## config.mk

```make
export PLATFORM = sky130hd
export DESIGN_NAME = page_replacement_fifo_lru_flat
export DESIGN_NICKNAME = d
export VERILOG_FILES = /design/src/prfl_pkg.sv /design/src/prfl_if.sv /design/src/prfl_cfg.sv /design/src/page_replacement_fifo_lru.sv /design/src/flat_wrapper.sv
export SDC_FILE = /design/constraint.sdc
export NUM_CORES = 1
export LEC_CHECK = 0
export ABC_AREA = 1
export BUFFER_PORTS_ARGS = -buffer_cell sky130_fd_sc_hd__buf_2
export CORE_MARGIN = 2
export CORE_UTILIZATION = 45
export DETAILED_ROUTE_END_ITERATION = 8
export PLACE_DENSITY = 0.58
export SYNTH_ARGS = -nofsm -noshare
export SYNTH_HDL_FRONTEND = slang
export SYNTH_SLANG_ARGS = --single-unit
```

## constraint.sdc

```tcl
create_clock -name i_clk -period 5.1 [get_ports i_clk]
set_input_delay 0.765 -clock i_clk [delete_from_list [all_inputs] [get_ports i_clk]]
set_output_delay 0.765 -clock i_clk [all_outputs]
set_load 0.05 [all_outputs]
```

## src/prfl_pkg.sv

```systemverilog
// ----------------------------------------------------------------------------
// prfl_pkg: shared types and constants of the page replacement block
// Field widths, register map codes and the configuration bundle.
// ----------------------------------------------------------------------------
package prfl_pkg;

    localparam int PAGE_IN_W   = 16;
    localparam int FRAME_OUT_W = 4;
    localparam int TOTAL_W     = 32;
    localparam int FRAMES_W    = 5;

    localparam int APB_AW    = 3;
    localparam int APB_DW    = 32;
    localparam int REG_IDX_W = 1;

    localparam logic [REG_IDX_W-1:0] REG_POLICY_MODE   = 1'd0;
    localparam logic [REG_IDX_W-1:0] REG_FRAMES_IN_USE = 1'd1;

    localparam logic [FRAMES_W-1:0] FRAMES_RESET = 5'd16;

    typedef enum logic {
        POLICY_FIFO = 1'b0,
        POLICY_LRU  = 1'b1
    } t_policy;

    typedef struct packed {
        t_policy               policy_mode;
        logic [FRAMES_W-1:0]   frames_in_use;
    } t_cfg;

endpackage

```

## src/prfl_if.sv

```systemverilog
// ----------------------------------------------------------------------------
// prfl_if: valid/ready channels of the page replacement block
// The request carries one page reference, the response one lookup result.
// ----------------------------------------------------------------------------
interface prfl_req_if import prfl_pkg::*; ();
    logic                 valid;
    logic                 ready;
    logic [PAGE_IN_W-1:0] page_number;

    modport source (output valid, output page_number, input ready);
    modport sink   (input valid, input page_number, output ready);
endinterface

interface prfl_rsp_if import prfl_pkg::*; ();
    logic                   valid;
    logic                   ready;
    logic                   hit;
    logic                   page_fault;
    logic [FRAME_OUT_W-1:0] frame_index;
    logic [PAGE_IN_W-1:0]   evicted_page;
    logic [TOTAL_W-1:0]     fault_total;

    modport source (
        output valid, output hit, output page_fault, output frame_index,
        output evicted_page, output fault_total, input ready
    );
    modport sink (
        input valid, input hit, input page_fault, input frame_index,
        input evicted_page, input fault_total, output ready
    );
endinterface

```

## src/prfl_cfg.sv

```systemverilog
// ----------------------------------------------------------------------------
// prfl_cfg: APB register file of the page replacement block
// Holds the replacement policy and the number of frames in use.
// ----------------------------------------------------------------------------
module prfl_cfg import prfl_pkg::*; (
    input  logic              i_clk,
    input  logic              i_rst_n,
    input  logic              psel,
    input  logic              penable,
    input  logic              pwrite,
    input  logic [APB_AW-1:0] paddr,
    input  logic [APB_DW-1:0] pwdata,
    output logic [APB_DW-1:0] prdata,
    output logic              pready,
    output t_cfg              o_cfg
);

    logic [REG_IDX_W-1:0] w_idx;
    logic                 w_wr;
    t_policy              r_policy_mode;
    logic [FRAMES_W-1:0]  r_frames_in_use;

    assign w_idx  = paddr[APB_AW-1:2];
    assign w_wr   = psel & penable & pwrite;
    assign pready = 1'b1;

    always_ff @(posedge i_clk) begin
        if (!i_rst_n) begin
            r_policy_mode   <= POLICY_FIFO;
            r_frames_in_use <= FRAMES_RESET;
        end else if (w_wr) begin
            case (w_idx)
                REG_POLICY_MODE:   r_policy_mode   <= t_policy'(pwdata[0]);
                REG_FRAMES_IN_USE: r_frames_in_use <= pwdata[FRAMES_W-1:0];
                default: ;
            endcase
        end
    end

    always_comb begin
        case (w_idx)
            REG_POLICY_MODE:   prdata = APB_DW'(r_policy_mode);
            REG_FRAMES_IN_USE: prdata = APB_DW'(r_frames_in_use);
            default:           prdata = '0;
        endcase
    end

    assign o_cfg.policy_mode   = r_policy_mode;
    assign o_cfg.frames_in_use = r_frames_in_use;

endmodule

```

## src/page_replacement_fifo_lru.sv

```systemverilog
// ----------------------------------------------------------------------------
// page_replacement_fifo_lru: page-frame table with FIFO or LRU replacement
// A page reference enters on i_req (valid/ready); one result per reference
// leaves on o_rsp: hit, fault, frame, evicted page and running fault total.
// The APB port selects the policy and the number of frames in use; write it
// only while no reference is in flight.
// Each frame's page and age rank live in one synchronous RAM. A reference
// makes a single pass over all MAX_FRAMES entries, one entry per cycle: the
// pass writes back the rank update left by the previous reference and at the
// same time searches for a hit, a free frame and the replacement victim.
// A reference's result is registered in the DONE state once its pass has ended;
// no new reference is accepted before that, and the next one is accepted in
// the idle state that follows.
// The result register lets a new reference enter while o_rsp is stalled; that
// reference then waits before its final step until the result is taken.
// Reset empties all frames, zeroes the FIFO pointer and the fault total, and
// selects FIFO with 16 frames. No RAM clearing is needed.
// ----------------------------------------------------------------------------
module page_replacement_fifo_lru import prfl_pkg::*; #(
    parameter int MAX_FRAMES = 16,
    parameter int PAGE_BITS  = 16
) (
    input  logic              i_clk,
    input  logic              i_rst_n,
    input  logic              psel,
    input  logic              penable,
    input  logic              pwrite,
    input  logic [APB_AW-1:0] paddr,
    input  logic [APB_DW-1:0] pwdata,
    output logic [APB_DW-1:0] prdata,
    output logic              pready,
    prfl_req_if.sink          i_req,
    prfl_rsp_if.source        o_rsp
);

    localparam int IDX_W  = (MAX_FRAMES > 1) ? $clog2(MAX_FRAMES) : 1;
    localparam int RANK_W = IDX_W;
    localparam int N_W    = $clog2(MAX_FRAMES + 1);
    localparam int MEM_W  = PAGE_BITS + RANK_W;

    localparam logic [IDX_W-1:0]  LAST_IDX = IDX_W'(MAX_FRAMES - 1);
    localparam logic [RANK_W-1:0] RANK_MAX = RANK_W'(MAX_FRAMES - 1);

    typedef enum logic [2:0] {
        S_IDLE = 3'b001,
        S_SCAN = 3'b010,
        S_DONE = 3'b100
    } t_state;

    t_cfg w_cfg;

    // Control state.
    t_state                r_state,      n_state;
    logic                  r_issue,      n_issue;
    logic                  r_d_vld,      n_d_vld;
    logic [MAX_FRAMES-1:0] r_valid,      n_valid;
    logic [IDX_W-1:0]      r_fifo_ptr,   n_fifo_ptr;
    logic [TOTAL_W-1:0]    r_fault_cnt,  n_fault_cnt;
    logic                  r_p_on,       n_p_on;
    logic                  r_out_valid,  n_out_valid;

    // Payload and pass bookkeeping.
    logic [PAGE_BITS-1:0]   r_page,       n_page;
    logic [N_W-1:0]         r_n,          n_n;
    logic [IDX_W-1:0]       r_fifo_tgt,   n_fifo_tgt;
    logic [IDX_W-1:0]       r_rd_idx,     n_rd_idx;
    logic [IDX_W-1:0]       r_d_idx,      n_d_idx;
    logic                   r_found,      n_found;
    logic [IDX_W-1:0]       r_hit_idx,    n_hit_idx;
    logic [RANK_W-1:0]      r_hit_rank,   n_hit_rank;
    logic                   r_have_free,  n_have_free;
    logic [IDX_W-1:0]       r_free_idx,   n_free_idx;
    logic [IDX_W-1:0]       r_best_idx,   n_best_idx;
    logic [RANK_W-1:0]      r_best_rank,  n_best_rank;
    logic [PAGE_BITS-1:0]   r_best_page,  n_best_page;
    logic [PAGE_BITS-1:0]   r_fifo_page,  n_fifo_page;
    logic [RANK_W-1:0]      r_fifo_rank,  n_fifo_rank;
    logic [IDX_W-1:0]       r_p_f,        n_p_f;
    logic [RANK_W-1:0]      r_p_old,      n_p_old;
    logic                   r_p_fill,     n_p_fill;
    logic [PAGE_BITS-1:0]   r_p_page,     n_p_page;
    logic [N_W-1:0]         r_p_n,        n_p_n;
    logic                   r_out_hit,    n_out_hit;
    logic                   r_out_fault,  n_out_fault;
    logic [FRAME_OUT_W-1:0] r_out_frame,  n_out_frame;
    logic [PAGE_IN_W-1:0]   r_out_evict,  n_out_evict;

    // Frame RAM: {page, age rank} per frame, registered read.
    logic [MEM_W-1:0] r_mem [MAX_FRAMES];
    logic [MEM_W-1:0] r_mem_q;

    logic [N_W-1:0]       w_n;
    logic                 w_accept;
    logic                 w_rd_en;
    logic [PAGE_BITS-1:0] w_q_page;
    logic [RANK_W-1:0]    w_q_rank;
    logic [PAGE_BITS-1:0] w_u_page;
    logic [RANK_W-1:0]    w_u_rank;
    logic                 w_in_win;
    logic                 w_v;
    logic [IDX_W-1:0]     w_f;
    logic [N_W-1:0]       w_f_inc;
    logic [IDX_W-1:0]     w_f_next;
    logic [PAGE_BITS-1:0] w_evict;

    prfl_cfg u_cfg (
        .i_clk   (i_clk),
        .i_rst_n (i_rst_n),
        .psel    (psel),
        .penable (penable),
        .pwrite  (pwrite),
        .paddr   (paddr),
        .pwdata  (pwdata),
        .prdata  (prdata),
        .pready  (pready),
        .o_cfg   (w_cfg)
    );

    // Effective window: zero acts as one frame, anything above the table as all.
    always_comb begin
        if (w_cfg.frames_in_use == '0) begin
            w_n = N_W'(1);
        end else if (32'(w_cfg.frames_in_use) > 32'(MAX_FRAMES)) begin
            w_n = N_W'(MAX_FRAMES);
        end else begin
            w_n = N_W'(w_cfg.frames_in_use);
        end
    end

    assign i_req.ready = (r_state == S_IDLE);
    assign w_accept    = i_req.valid & (r_state == S_IDLE);
    assign w_rd_en     = (r_state == S_SCAN) & r_issue;

    assign w_q_page = r_mem_q[MEM_W-1:RANK_W];
    assign w_q_rank = r_mem_q[RANK_W-1:0];
    assign w_v      = r_valid[r_d_idx];
    assign w_in_win = (N_W'(r_d_idx) < r_n);

    // Apply the previous reference's update to the entry coming out of the RAM.
    always_comb begin
        w_u_page = w_q_page;
        w_u_rank = w_q_rank;
        if (r_p_on) begin
            if (r_d_idx == r_p_f) begin
                w_u_page = r_p_page;
                w_u_rank = '0;
            end else if (w_v && (N_W'(r_d_idx) < r_p_n) &&
                         (r_p_fill || (w_q_rank < r_p_old)) && (w_q_rank != RANK_MAX)) begin
                w_u_rank = w_q_rank + RANK_W'(1);
            end
        end
    end

    // Final decision for the reference once the pass is complete.
    always_comb begin
        w_evict = '0;
        if (r_found) begin
            w_f = r_hit_idx;
        end else if (r_have_free) begin
            w_f = r_free_idx;
        end else if (w_cfg.policy_mode == POLICY_LRU) begin
            w_f     = r_best_idx;
            w_evict = r_best_page;
        end else begin
            w_f     = r_fifo_tgt;
            w_evict = r_fifo_page;
        end
        w_f_inc  = N_W'(w_f) + N_W'(1);
        w_f_next = (w_f_inc >= r_n) ? '0 : IDX_W'(w_f_inc);
    end

    always_comb begin
        n_state     = r_state;
        n_issue     = r_issue;
        n_d_vld     = 1'b0;
        n_valid     = r_valid;
        n_fifo_ptr  = r_fifo_ptr;
        n_fault_cnt = r_fault_cnt;
        n_p_on      = r_p_on;
        n_out_valid = r_out_valid;
        n_page      = r_page;
        n_n         = r_n;
        n_fifo_tgt  = r_fifo_tgt;
        n_rd_idx    = r_rd_idx;
        n_d_idx     = r_d_idx;
        n_found     = r_found;
        n_hit_idx   = r_hit_idx;
        n_hit_rank  = r_hit_rank;
        n_have_free = r_have_free;
        n_free_idx  = r_free_idx;
        n_best_idx  = r_best_idx;
        n_best_rank = r_best_rank;
        n_best_page = r_best_page;
        n_fifo_page = r_fifo_page;
        n_fifo_rank = r_fifo_rank;
        n_p_f       = r_p_f;
        n_p_old     = r_p_old;
        n_p_fill    = r_p_fill;
        n_p_page    = r_p_page;
        n_p_n       = r_p_n;
        n_out_hit   = r_out_hit;
        n_out_fault = r_out_fault;
        n_out_frame = r_out_frame;
        n_out_evict = r_out_evict;

        if (r_out_valid && o_rsp.ready) begin
            n_out_valid = 1'b0;
        end

        case (r_state)
            S_IDLE: begin
                if (w_accept) begin
                    n_page      = PAGE_BITS'(i_req.page_number);
                    n_n         = w_n;
                    n_fifo_tgt  = (N_W'(r_fifo_ptr) < w_n) ? r_fifo_ptr : '0;
                    n_rd_idx    = '0;
                    n_issue     = 1'b1;
                    n_found     = 1'b0;
                    n_have_free = 1'b0;
                    n_state     = S_SCAN;
                end
            end
            S_SCAN: begin
                if (r_issue) begin
                    n_d_vld = 1'b1;
                    n_d_idx = r_rd_idx;
                    if (r_rd_idx == LAST_IDX) begin
                        n_issue = 1'b0;
                    end else begin
                        n_rd_idx = r_rd_idx + IDX_W'(1);
                    end
                end
                if (r_d_vld) begin
                    if (w_in_win) begin
                        if (w_v) begin
                            if (!r_found && (w_u_page == r_page)) begin
                                n_found    = 1'b1;
                                n_hit_idx  = r_d_idx;
                                n_hit_rank = w_u_rank;
                            end
                        end else if (!r_have_free) begin
                            n_have_free = 1'b1;
                            n_free_idx  = r_d_idx;
                        end
                        // Oldest frame wins; on equal ranks the lower index stays.
                        if ((r_d_idx == '0) || (w_v && (w_u_rank > r_best_rank))) begin
                            n_best_idx  = r_d_idx;
                            n_best_rank = w_u_rank;
                            n_best_page = w_u_page;
                        end
                        if (r_d_idx == r_fifo_tgt) begin
                            n_fifo_page = w_u_page;
                            n_fifo_rank = w_u_rank;
                        end
                    end
                    if (r_d_idx == LAST_IDX) begin
                        n_state = S_DONE;
                    end
                end
            end
            S_DONE: begin
                if (!r_out_valid || o_rsp.ready) begin
                    n_out_valid = 1'b1;
                    n_out_hit   = r_found;
                    n_out_fault = !r_found && !r_have_free;
                    n_out_frame = FRAME_OUT_W'(w_f);
                    n_out_evict = PAGE_IN_W'(w_evict);
                    n_p_on      = 1'b1;
                    n_p_f       = w_f;
                    n_p_page    = r_page;
                    n_p_n       = r_n;
                    n_p_fill    = 1'b0;
                    if (r_found) begin
                        n_p_old = r_hit_rank;
                    end else if (r_have_free) begin
                        n_p_old       = '0;
                        n_p_fill      = 1'b1;
                        n_valid[w_f]  = 1'b1;
                        n_fifo_ptr    = w_f_next;
                    end else begin
                        if (w_cfg.policy_mode == POLICY_LRU) begin
                            n_p_old = r_best_rank;
                        end else begin
                            n_p_old    = r_fifo_rank;
                            n_fifo_ptr = w_f_next;
                        end
                        if (r_fault_cnt != '1) begin
                            n_fault_cnt = r_fault_cnt + TOTAL_W'(1);
                        end
                    end
                    n_state = S_IDLE;
                end
            end
            default: n_state = S_IDLE;
        endcase
    end

    always_ff @(posedge i_clk) begin
        if (!i_rst_n) begin
            r_state     <= S_IDLE;
            r_issue     <= 1'b0;
            r_d_vld     <= 1'b0;
            r_valid     <= '0;
            r_fifo_ptr  <= '0;
            r_fault_cnt <= '0;
            r_p_on      <= 1'b0;
            r_out_valid <= 1'b0;
        end else begin
            r_state     <= n_state;
            r_issue     <= n_issue;
            r_d_vld     <= n_d_vld;
            r_valid     <= n_valid;
            r_fifo_ptr  <= n_fifo_ptr;
            r_fault_cnt <= n_fault_cnt;
            r_p_on      <= n_p_on;
            r_out_valid <= n_out_valid;
        end
    end

    always_ff @(posedge i_clk) begin
        r_page      <= n_page;
        r_n         <= n_n;
        r_fifo_tgt  <= n_fifo_tgt;
        r_rd_idx    <= n_rd_idx;
        r_d_idx     <= n_d_idx;
        r_found     <= n_found;
        r_hit_idx   <= n_hit_idx;
        r_hit_rank  <= n_hit_rank;
        r_have_free <= n_have_free;
        r_free_idx  <= n_free_idx;
        r_best_idx  <= n_best_idx;
        r_best_rank <= n_best_rank;
        r_best_page <= n_best_page;
        r_fifo_page <= n_fifo_page;
        r_fifo_rank <= n_fifo_rank;
        r_p_f       <= n_p_f;
        r_p_old     <= n_p_old;
        r_p_fill    <= n_p_fill;
        r_p_page    <= n_p_page;
        r_p_n       <= n_p_n;
        r_out_hit   <= n_out_hit;
        r_out_fault <= n_out_fault;
        r_out_frame <= n_out_frame;
        r_out_evict <= n_out_evict;
    end

    // The write-back of entry k shares a cycle with the read of entry k+1, and
    // a pass only starts after the previous one has written its last entry, so
    // a read never meets an outstanding write to the same frame.
    always_ff @(posedge i_clk) begin
        if (r_d_vld) begin
            r_mem[r_d_idx] <= {w_u_page, w_u_rank};
        end
        if (w_rd_en) begin
            r_mem_q <= r_mem[r_rd_idx];
        end
    end

    assign o_rsp.valid        = r_out_valid;
    assign o_rsp.hit          = r_out_hit;
    assign o_rsp.page_fault   = r_out_fault;
    assign o_rsp.frame_index  = r_out_frame;
    assign o_rsp.evicted_page = r_out_evict;
    assign o_rsp.fault_total  = r_fault_cnt;

endmodule
```

## src/flat_wrapper.sv

```systemverilog
// flat-port wrapper written by rule: the top's interface ports become plain ports
module page_replacement_fifo_lru_flat import prfl_pkg::*;
#(
    parameter int MAX_FRAMES = 16,
    parameter int PAGE_BITS  = 16
)
  (i_clk, i_rst_n, psel, penable, pwrite, paddr, pwdata, prdata, pready, i_req_valid, i_req_page_number, i_req_ready, o_rsp_valid, o_rsp_hit, o_rsp_page_fault, o_rsp_frame_index, o_rsp_evicted_page, o_rsp_fault_total, o_rsp_ready);
  prfl_req_if i_req_i ();
  prfl_rsp_if o_rsp_i ();
  input  logic i_clk;
  input  logic i_rst_n;
  input  logic psel;
  input  logic penable;
  input  logic pwrite;
  input  logic [APB_AW-1:0] paddr;
  input  logic [APB_DW-1:0] pwdata;
  output logic [APB_DW-1:0] prdata;
  output logic pready;
  input wire logic [$bits(i_req_i.valid)-1:0] i_req_valid;
  input wire logic [$bits(i_req_i.page_number)-1:0] i_req_page_number;
  output wire logic [$bits(i_req_i.ready)-1:0] i_req_ready;
  output wire logic [$bits(o_rsp_i.valid)-1:0] o_rsp_valid;
  output wire logic [$bits(o_rsp_i.hit)-1:0] o_rsp_hit;
  output wire logic [$bits(o_rsp_i.page_fault)-1:0] o_rsp_page_fault;
  output wire logic [$bits(o_rsp_i.frame_index)-1:0] o_rsp_frame_index;
  output wire logic [$bits(o_rsp_i.evicted_page)-1:0] o_rsp_evicted_page;
  output wire logic [$bits(o_rsp_i.fault_total)-1:0] o_rsp_fault_total;
  input wire logic [$bits(o_rsp_i.ready)-1:0] o_rsp_ready;
  assign i_req_i.valid = i_req_valid;
  assign i_req_i.page_number = i_req_page_number;
  assign i_req_ready = i_req_i.ready;
  assign o_rsp_valid = o_rsp_i.valid;
  assign o_rsp_hit = o_rsp_i.hit;
  assign o_rsp_page_fault = o_rsp_i.page_fault;
  assign o_rsp_frame_index = o_rsp_i.frame_index;
  assign o_rsp_evicted_page = o_rsp_i.evicted_page;
  assign o_rsp_fault_total = o_rsp_i.fault_total;
  assign o_rsp_i.ready = o_rsp_ready;
  page_replacement_fifo_lru #(.MAX_FRAMES(MAX_FRAMES), .PAGE_BITS(PAGE_BITS)) u_core (.i_clk(i_clk), .i_rst_n(i_rst_n), .psel(psel), .penable(penable), .pwrite(pwrite), .paddr(paddr), .pwdata(pwdata), .prdata(prdata), .pready(pready), .i_req(i_req_i), .o_rsp(o_rsp_i));
endmodule
```

==> results.py <==
metrics = {
    "synth": {
        "synth_top_area_share": 0.626,
        "syn_inst": 1998,
        "synthFlopType": "edfxtp_1",
        "netlist_area_um2": 23000,
        "yosys_warnings": 0,
        "synthArstFlopShare": 0,
        "synthDistinctLibCells": 54,
        "synth.yosys.seq_area_share": 0.682,
        "synth_edf_count": 479,
        "synth-seq-cells": 544,
        "yosysMostFrequentCell": "edfxtp_1",
        "synth.avg_cell_area_um2": 11.5,
        "yosys-top-cells-count": "479 x edfxtp_1, 325 x nand2_1, 305 x nor2_1",
        "synth_area_leader_cell": "edfxtp_1",
        "synth_area_leaders": "edfxtp_1 63%, dfxtp_1 5.7%, nand2_1 5.3%",
    },
    "sta": {
        "setup_viol": 0,
        "fin_tns_setup_ps": 0,
        "period_share": 0.814,
        "hold_viol": 0,
        "rsz0062_at_grt": "no",
        "max_freq_ghz": 0.241,
        "drv_slew": 0,
        "fin_ws_ps": 950,
        "finClkSkew_ps": 21.5,
        "relSlewSlack": 0.237,
        "period_needed_ps": 4150,
        "tightest_slew_ps": 1140,
    },
    "worst_hold_path": {
        "hold_class": "in -> reg",
        "hold_path.startpoint": "i_req_page_number[13]",
    },
    "clock_tree": {
        "cts_tree": "yes",
        "cts.sinks": 544,
        "cts_resized": 0,
        "cts_buffers": 56,
        "clock_latency_ps": 620,
        "h-tree-depth": 2,
        "cts_root_buffer": "clkbuf_16",
        "ctsHoldBuffers": 0,
        "post-cts-setup-buffers": 0,
        "ctsLongestPathBuffers": 3,
        "cts.clk_slew.worst_paths_ps": 60,
    },
    "worst_setup_path": {
        "critPathKind": "reg -> reg",
        "crit_path_start_kind": "flip-flop",
        "r2r-start": "u_core.r_d_idx[1]",
        "cp.required_ps": 5380,
        "cp.arrival_ps": 4430,
        "cp-startpoint": "u_core.r_d_idx[1]",
        "critPathCaptureType": "flip-flop",
        "path_max_fanout": 24,
    },
    "pwr": {
        "p_per_area_nw_per_um2": 369,
        "finalPower_mw": 9.59,
        "ir_drop_mv": 0.275,
        "power.leakage_nw": 9.38,
    },
    "global_route": {
        "track_usage": 0.219,
        "grt_antenna_before_repair": 2,
        "grt_pass1_wl_mm": 87.8,
        "grt_start_max_net_pins": 162,
        "grt_pass1_vias": 14546,
        "grt_overflow": 0,
    },
    "final_layout": {
        "drive_gt1_frac": 0.118,
        "fin_area_um2": 26000,
        "stdcell_count": 2813,
        "fillers": 4416,
        "fin_nets": 2178,
        "syn2layout_area_growth_pct": 13.1,
    },
    "outcome": {
        "status": "complete, no violations",
    },
    "place": {
        "place_hpwl_mm": 34.4,
        "place_ws_ps": 1060,
        "place_area_um2": 24200,
        "port_buffers": 89,
        "gp_congestion": 0.910,
        "dp_cells": 2706,
    },
    "flow_run": {
        "drv_cap": 0,
    },
    "floorplan": {
        "die_h_um": 230,
        "rows": 82,
        "dieArea_um2": 52900,
        "io_pins": 147,
        "coreArea_um2": 50300,
        "die_x_um": 230,
        "start_util": 0.457,
    },
    "detailed_routing": {
        "via_per_inst": 5.40,
        "routed-via-count": 15191,
        "drtIter0Drc": 1393,
        "antenna_left": 0,
        "drc": 0,
        "wl_mm": 57.7,
        "drtPass1Iterations": 5,
        "wl_per_cell_um": 20.5,
    },
}
-- worst paths after layout --
check | cells after the start | endpoint | slack, ps
min | 1 | u_core.r_page[13] | 320
min reg2reg | 0 | u_core.r_p_n[1] | 460
max | 20 | u_core.r_best_rank[2] | 950
max reg2reg | 20 | u_core.r_best_rank[2] | 950
-- registers in the layout, indices dropped and copies added (netlist names), 16 cells and up --
signal,flops
u_core.r_mem,320
u_core.o_rsp.fault_total,32
u_core.r_mem_q,20
u_core.o_rsp.evicted_page,16
u_core.r_best_page,16
u_core.r_fifo_page,16
u_core.r_p_page,16
u_core.r_page,16
u_core.r_valid,16
-- worst max-delay path, cell delays in order (launching register included) --
cell,delay (ps)
edfxtp_1,580
inv_1,220
nor2_1,120
nand2_1,80
o21ai_0,80
o21ai_0,150
nand2_1,90
nor2_1,380
nor2_1,160
nand3_1,160
inv_1,90
o21ai_0,180
nor2_1,80
ha_1,300
inv_1,40
nor2_1,70
o21ai_0,70
a32oi_1,340
a22oi_1,150
nor2_2,130
buf_4,330
-- cells by family (layout without fill, tap and decap cells) --
family / Yosys count / in the layout / synth area share
compound gates: 317 / 317 / 0.0865
xor+xnor: 22 / 22 / 0.00871
fa+ha+maj: 28 / 28 / 0.0152
buf+inv: 276 / 391 / 0.0516
flops: 544 / 544 / 0.682
mux: 35 / 35 / 0.0152
other cells: 2 / 30 / 0.000327
simple gates: 774 / 774 / 0.140
-- metal layers --
metal,global-route usage,up-vias,share of wire
met4,0.0639,0,0.022
met1,0.316,7425,0.45
met5,0,-,0
met2,0.344,492,0.46
met3,0.0332,73,0.063
li1,-,7201,-
-- layout by cell type (no fill, tap or decap), drive strengths merged, types with 9 or more instances in the layout --
cell type and n:
a21oi 84, buf 126, clkbuf 68, clkinv 29, conb 28, dfxtp 65, edfxtp 479, ha 28
inv 160, mux2i 35, nand2 325, nand3 68, nand4 29, nor2 307, nor3 19, nor4 9
o211ai 11, o21ai 122, o221ai 36, o32ai 45, xor2 16
-- metrics by stage --
| step | hold slack, ps | utilization |
|---|---|---|
| finish | 324 | 0.517 |
| global route | 300 | 0.517 |
| CTS | 292 | 0.517 |
| detailed placement | 436 | 0.481 |
| global placement | 446 | 0.481 |
| floorplan | 421 | - |
-- final cells by class --
class                   count  area, um2  share of cell area
diodes                      2       5.00            0.000193
clock buffers              68       1460              0.0560
clock inverters            37        355              0.0137
inverters                 160        603              0.0232
multi-input cells        1204       6300               0.242
flip-flops and latches    544      15700               0.603
well taps                 672        841              0.0323
repair buffers            126        748              0.0288
-- where the power goes --
group	leakage [nW]	switching [mW]	internal, mW
clock	0.890	1.70	2.34
sequential	4.85	0.0400	4.85
combinational	3.64	0.470	0.185
total	9.38	2.21	7.38
Power figures use the tool's default switching activity.
